[src/rtl/tenf_ram.sv]
module tenf_ram #(
  parameter int unsigned Width = 8,
  parameter int unsigned Depth = 16
) (
  input  logic                     clk_i,
  input  logic                     we_i,
  input  logic [$clog2(Depth)-1:0] waddr_i,
  input  logic [Width-1:0]         wdata_i,
  input  logic                     re_i,
  input  logic [$clog2(Depth)-1:0] raddr_i,
  output logic [Width-1:0]         rdata_o
);

  logic [Width-1:0] mem_q [Depth];
  logic [Width-1:0] rdata_q;

  always_ff @(posedge clk_i) begin
    if (we_i) begin
      mem_q[waddr_i] <= wdata_i;
    end
    if (re_i) begin
      rdata_q <= mem_q[raddr_i];
    end
  end

  assign rdata_o = rdata_q;

endmodule

[config.mk]
export PLATFORM = sky130hd
export DESIGN_NAME = tenf_ram
export DESIGN_NICKNAME = d
export VERILOG_FILES = /design/src/rtl/tenf_ram.sv
export SDC_FILE = /design/constraint.sdc
export NUM_CORES = 1
export LEC_CHECK = 0
export BUFFER_PORTS_ARGS = -buffer_cell sky130_fd_sc_hd__buf_2
export CAP_MARGIN = 20
export CORE_MARGIN = 10
export CORE_UTILIZATION = 60
export CTS_BUF_LIST = sky130_fd_sc_hd__clkbuf_16
export DETAILED_ROUTE_END_ITERATION = 7
export GPL_ROUTABILITY_DRIVEN = 1
export PLACE_DENSITY = 0.78
export SYNTH_ARGS = -nofsm -noshare
export SYNTH_HDL_FRONTEND = slang
export SYNTH_SLANG_ARGS = --single-unit
[constraint.sdc]
create_clock -name clk_i -period 3 [get_ports clk_i]
set_clock_uncertainty 0.1 [all_clocks]
set_input_delay 0.15 -clock clk_i [delete_from_list [all_inputs] [get_ports clk_i]]
set_output_delay 0.15 -clock clk_i [all_outputs]
set_load 0.01 [all_outputs]
# == Word-level counts from Yosys, hierarchy flattened ==
# Memories as Yosys holds them, arrays and structs flattened. A register that Yosys moved wholly into a read port is not among the register bits.
# Cells that the tools add are included.
# Widths: inputs -> output; s select.
# totals
reg_bits,0
ram_bits,128
in_bits,19
wordCells,3
mem_count,1
# op_classes
mux,2
# mem_list
name,words,width,rd,rd_clocked_by_memory_dff,write_ports,line_no,rtl
mem_q,16,8,1,1,1,14,logic [Width-1:0] mem_q [Depth];
# op_table
cell,count
$mux 1,2

# == Longest topological paths before layout ==
# logic_depth
word_depth,2
mapped_depth,5
depth_no_buf,3

# == Worst setup path after synthesis ==
# OpenSTA, ideal clock, no wires.
# synth_timing
path_kind,input to register
from,in waddr_i[2]
to,"mem mem_q[0][0], enable pin"
setup_ns,0.383
arrival_ns,1.260
required_time_ns,2.517
path_slack_ns,1.257
stages,2
cell_sequence,or3b_2 > nor3_1
# synth_rtl
item,line_no,rtl
"start, declared",7,"input logic [$clog2(Depth)-1:0] waddr_i,"
"end, declared",14,
# No word-level cell before the write port.

==> results.md <==
Worst setup path:
- The startpoint identified for the worst register-to-register timing path is mem_q[8][1].
- The worst setup path is captured at a flop.
- Traced cell by cell, the critical path runs through buf_2, buf_12, mux4_1, a22oi_1, nand2_1.
- The length in cells of the worst reg-to-reg path is 3.
- The end of the worst register-to-register path is rdata_o[1].
- The worst setup path is launched from an input pin.
- The cell family contributing the most delay on the critical path is buffers and inverters.
- In this design, the stage delay of the slowest critical-path cell is 0.60 ns.
- The arrival time of data at the critical path endpoint is 1.73 ns.
- Across all register-to-register paths, the minimum setup slack is 1.36 ns.
- The buffering stage count on the worst path with inverters included is 2.
- The maximum fanout encountered on the critical timing path is 20.
- The cell with the biggest individual delay on the critical path is sky130_fd_sc_hd__mux4_1.
- The critical path is of the in -> reg type.
- The worst path required time is 3.05 ns.

Synthesis:
- The dominant register cell in the synthesized netlist is sky130_fd_sc_hd__edfxtp_1.
- The warning count from the yosys run is 0.
- The flop and latch count out of synthesis is 136.
- The number of synthesized flops with an enable pin is 136.
- By instance count, the leading cell after synthesis is sky130_fd_sc_hd__edfxtp_1.
- By count the netlist is led by 136 x sky130_fd_sc_hd__edfxtp_1, 18 x sky130_fd_sc_hd__mux4_2, 16 x sky130_fd_sc_hd__a22oi_1, 14 x sky130_fd_sc_hd__mux4_1, 13 x sky130_fd_sc_hd__nor2_1.
- The synthesized design spends more area on one cell type than any other, namely sky130_fd_sc_hd__edfxtp_1.
- The net count of the mapped netlist is 248.
- In this run the cell area of the synthesized design comes to 5228 um^2.
- The average size of a mapped cell is 22.83 um^2.
- The distinct cell type count after synthesis is 18.
- The register area share after synthesis is 78.12%.
- The portion of synthesized cell area occupied by the leading cell type is 78.12%.
- The share of async-settable or async-resettable flops after synthesis is 0%.
- Ranked by total cell area, the synthesized netlist is headed by sky130_fd_sc_hd__edfxtp_1 78%, sky130_fd_sc_hd__mux4_2 7.8%, sky130_fd_sc_hd__mux4_1 7.0%.
- Synthesis produced a netlist whose cell count is 229.

Clock network:
- For this design, the sink count on the clock tree is 136.
- The maximum clock insertion buffer count is 2.
- TritonCTS built the clock tree.
- The clock reaches the later pin of the worst-skew pair after 0.41 ns.
- Clock-pin slew was measured on the worst setup and hold paths at 0.06 ns.
- Clock tree synthesis selected as its root buffer the cell sky130_fd_sc_hd__clkbuf_16.
- The total setup buffers inserted after CTS is 0.
- CTS built an H-tree with a depth of 4.
- Buffers inserted to repair hold after CTS numbered 0.
- Gates resized during post-CTS repair numbered 0.
- The TritonCTS buffer count is 17.

Global route:
- The met2 track demand over resource is 26.61%.
- Entering global routing, the biggest net connects 33 pins.
- For met3 alone, demand over resource in global routing was 6.709%.
- The met1 track demand over resource in global routing is 23.07%.
- The first-pass GRT wire length is 16440 um.
- The number of antenna violations at the first check in global routing is 0.
- The total congestion overflow is 0.
- The peak-usage layer in the global routing report is met2.
- In the global route stage, overall resource usage came out at 17.69%.
- The via count of the first global-routing pass was 2625.

STA:
- The hold violation count in the final report was 0.
- The number of slew-limit violations in the final report came to 0.
- The headroom to the max-slew limit is 25.40%.
- The transition time at the pin with the least slew margin is 1.115 ns.
- The setup TNS after final layout is 0 ns.
- For the finished layout, the period the worst path requires is 1.676 ns.
- The post-route fraction of the period consumed by the critical path is 55.86%.
- Setup repair after global routing left no endpoint under its margin.
- The final count of negative-setup-slack endpoints is 0.
- For this run, the top clock speed supported by timing is 596.7 MHz.

Floorplan:
- The die covers 12850 um^2.
- The region available for standard cell placement spans 8341 um^2.
- After floorplanning, the core was divided into 33 placement rows.
- The die is 113.3 um wide.
- The number of ports placed on the die boundary is 27.
- The initial core utilization is 62.68%.
- The y dimension of the die is 113.3 um.

Drt:
- For this block, the routed nets add up to 10790 um of wire.
- In the routed design, unresolved DRC markers number 0.
- In the routed layout, each cell is associated on average with a via count of 6.426.
- The first TritonRoute pass finished after 4 iterations.
- The count of nets left with antenna violations once routing finished came out at 0.
- The routed layout has 2506 vias.
- The routed wire length per instance is 27.65 um.
- The number of DRC violations after detailed-routing iteration 0 is 220.

Hold path:
- The worst min-delay path endpoint is rdata_o[3].
- The launch point of the worst hold path is re_i.
- The path class of the tightest hold or removal check is in -> reg.
- Along the worst hold path, the cell count comes to 1.

Power and ir drop:
- Dividing total power by cell area gives a power density of 728.2 nW/um^2.
- The largest voltage drop on the vdd net is 0.4345 mV.
- The static leakage is 2.052 nW.

Place:
- After legalization and detailed placement, the total HPWL measured 6326 um.
- During placement, the flow inserted port buffers numbering 26.
- The global placer's final weighted congestion is 0.7620.

Layout:
- In the final design database the tool counted 292 nets.
- Relative to the synthesized area, the layout overhead comes to 16.32%.
- The number of fill cells in the layout is 465.
- The layout cell share with drive strength beyond 1 is 29.82%.
- For this run, the share of the core covered by cells in the final layout is 72.91%.
- The antenna cell count is 0.

Outcome:
- The run finished with clean final reports.

Run:
- The reported max-cap violation count is 0.
[placed cells by master (no fill, tap or decap), types with 4 or more instances in the layout]
cell	Yosys	layout
sky130_fd_sc_hd__mux4_1	14	14
sky130_fd_sc_hd__nor3_1	4	4
sky130_fd_sc_hd__clkbuf_16	0	17
sky130_fd_sc_hd__mux4_2	18	18
sky130_fd_sc_hd__a22oi_1	16	16
sky130_fd_sc_hd__nor2_1	13	13
sky130_fd_sc_hd__nand2_1	9	9
sky130_fd_sc_hd__edfxtp_1	136	136
sky130_fd_sc_hd__buf_2	3	26
sky130_fd_sc_hd__buf_4	1	8
[stage by stage]
step	power (W)	instances	hold slack (ns)	area [um^2]	setup slack [ns]
after global placement	0.002377	359	0.4328	5483	0.9418
after floorplan	0.002301	229	0.1489	5228	1.257
after global routing	0.004569	390	0.006507	6081	1.233
after CTS	0.004457	390	0.01143	6081	1.294
final	0.004428	390	0.02100	6081	1.324
after detailed placement	0.002386	359	0.4478	5483	0.8993
[power by group]
part	switching [W]	leakage [nW]	internal [W]
combinational	0.000116	0.525	0.0000786
clock	0.000770	0.290	0.00131
sequential	0.0000135	1.24	0.00214
[cells by family (layout without fill, tap and decap cells)]
group,Yosys count,in the layout,synth area share (%)
AO/OA/AOI/OAI,16,16,2.298
buffers and inverters,10,66,1.651
flip-flops,136,136,78.12
multiplexers,32,32,14.79
AND/OR/NAND/NOR,35,35,3.136
[worst reg2reg max path: cells and delay by family (launching register included)]
family / cells / cell delay [ns]
multiplexers: 1 / 0.50
flip-flops: 1 / 0.37
AND/OR/NAND/NOR: 1 / 0.10
AO/OA/AOI/OAI: 1 / 0.32
[cell type report]
cell class / count / area, um^2 / area share [%]
well taps: 105 / 131.4 / 2.160
clock inverters: 14 / 172.7 / 2.840
flip-flops and latches: 136 / 4084 / 67.16
repair buffers: 35 / 210.2 / 3.457
clock buffers: 17 / 425.4 / 6.996
multi-input cells: 83 / 1057 / 17.39
[flip-flops by register name (all words and copies together), names as in the netlist]
| signal | cells |
|---|---|
| mem_q | 128 |
| rdata_o | 8 |
[worst max-delay path by stage]
stage / startpoint / end / slack (ns) / depth (start not counted)
3_3_place_gp: raddr_i[0] / rdata_o[3] / 0.94 / 5
4_1_cts: raddr_i[0] / rdata_o[0] / 1.29 / 5
5_1_grt: raddr_i[0] / rdata_o[2] / 1.23 / 5
3_5_place_dp: raddr_i[0] / rdata_o[3] / 0.90 / 5
2_1_floorplan: waddr_i[2] / mem_q[0][0] / 1.26 / 2
6_report: raddr_i[0] / rdata_o[0] / 1.32 / 5
[metal layers]
| metal | up-vias | share of wire [%] |
|---|---|---|
| li1 | 1074 | - |
| met1 | 1284 | 41 |
| met2 | 136 | 49 |
| met4 | 0 | 1.5 |
| met5 | - | 0 |
| met3 | 12 | 8.6 |
(Power assumes the default switching activity.)
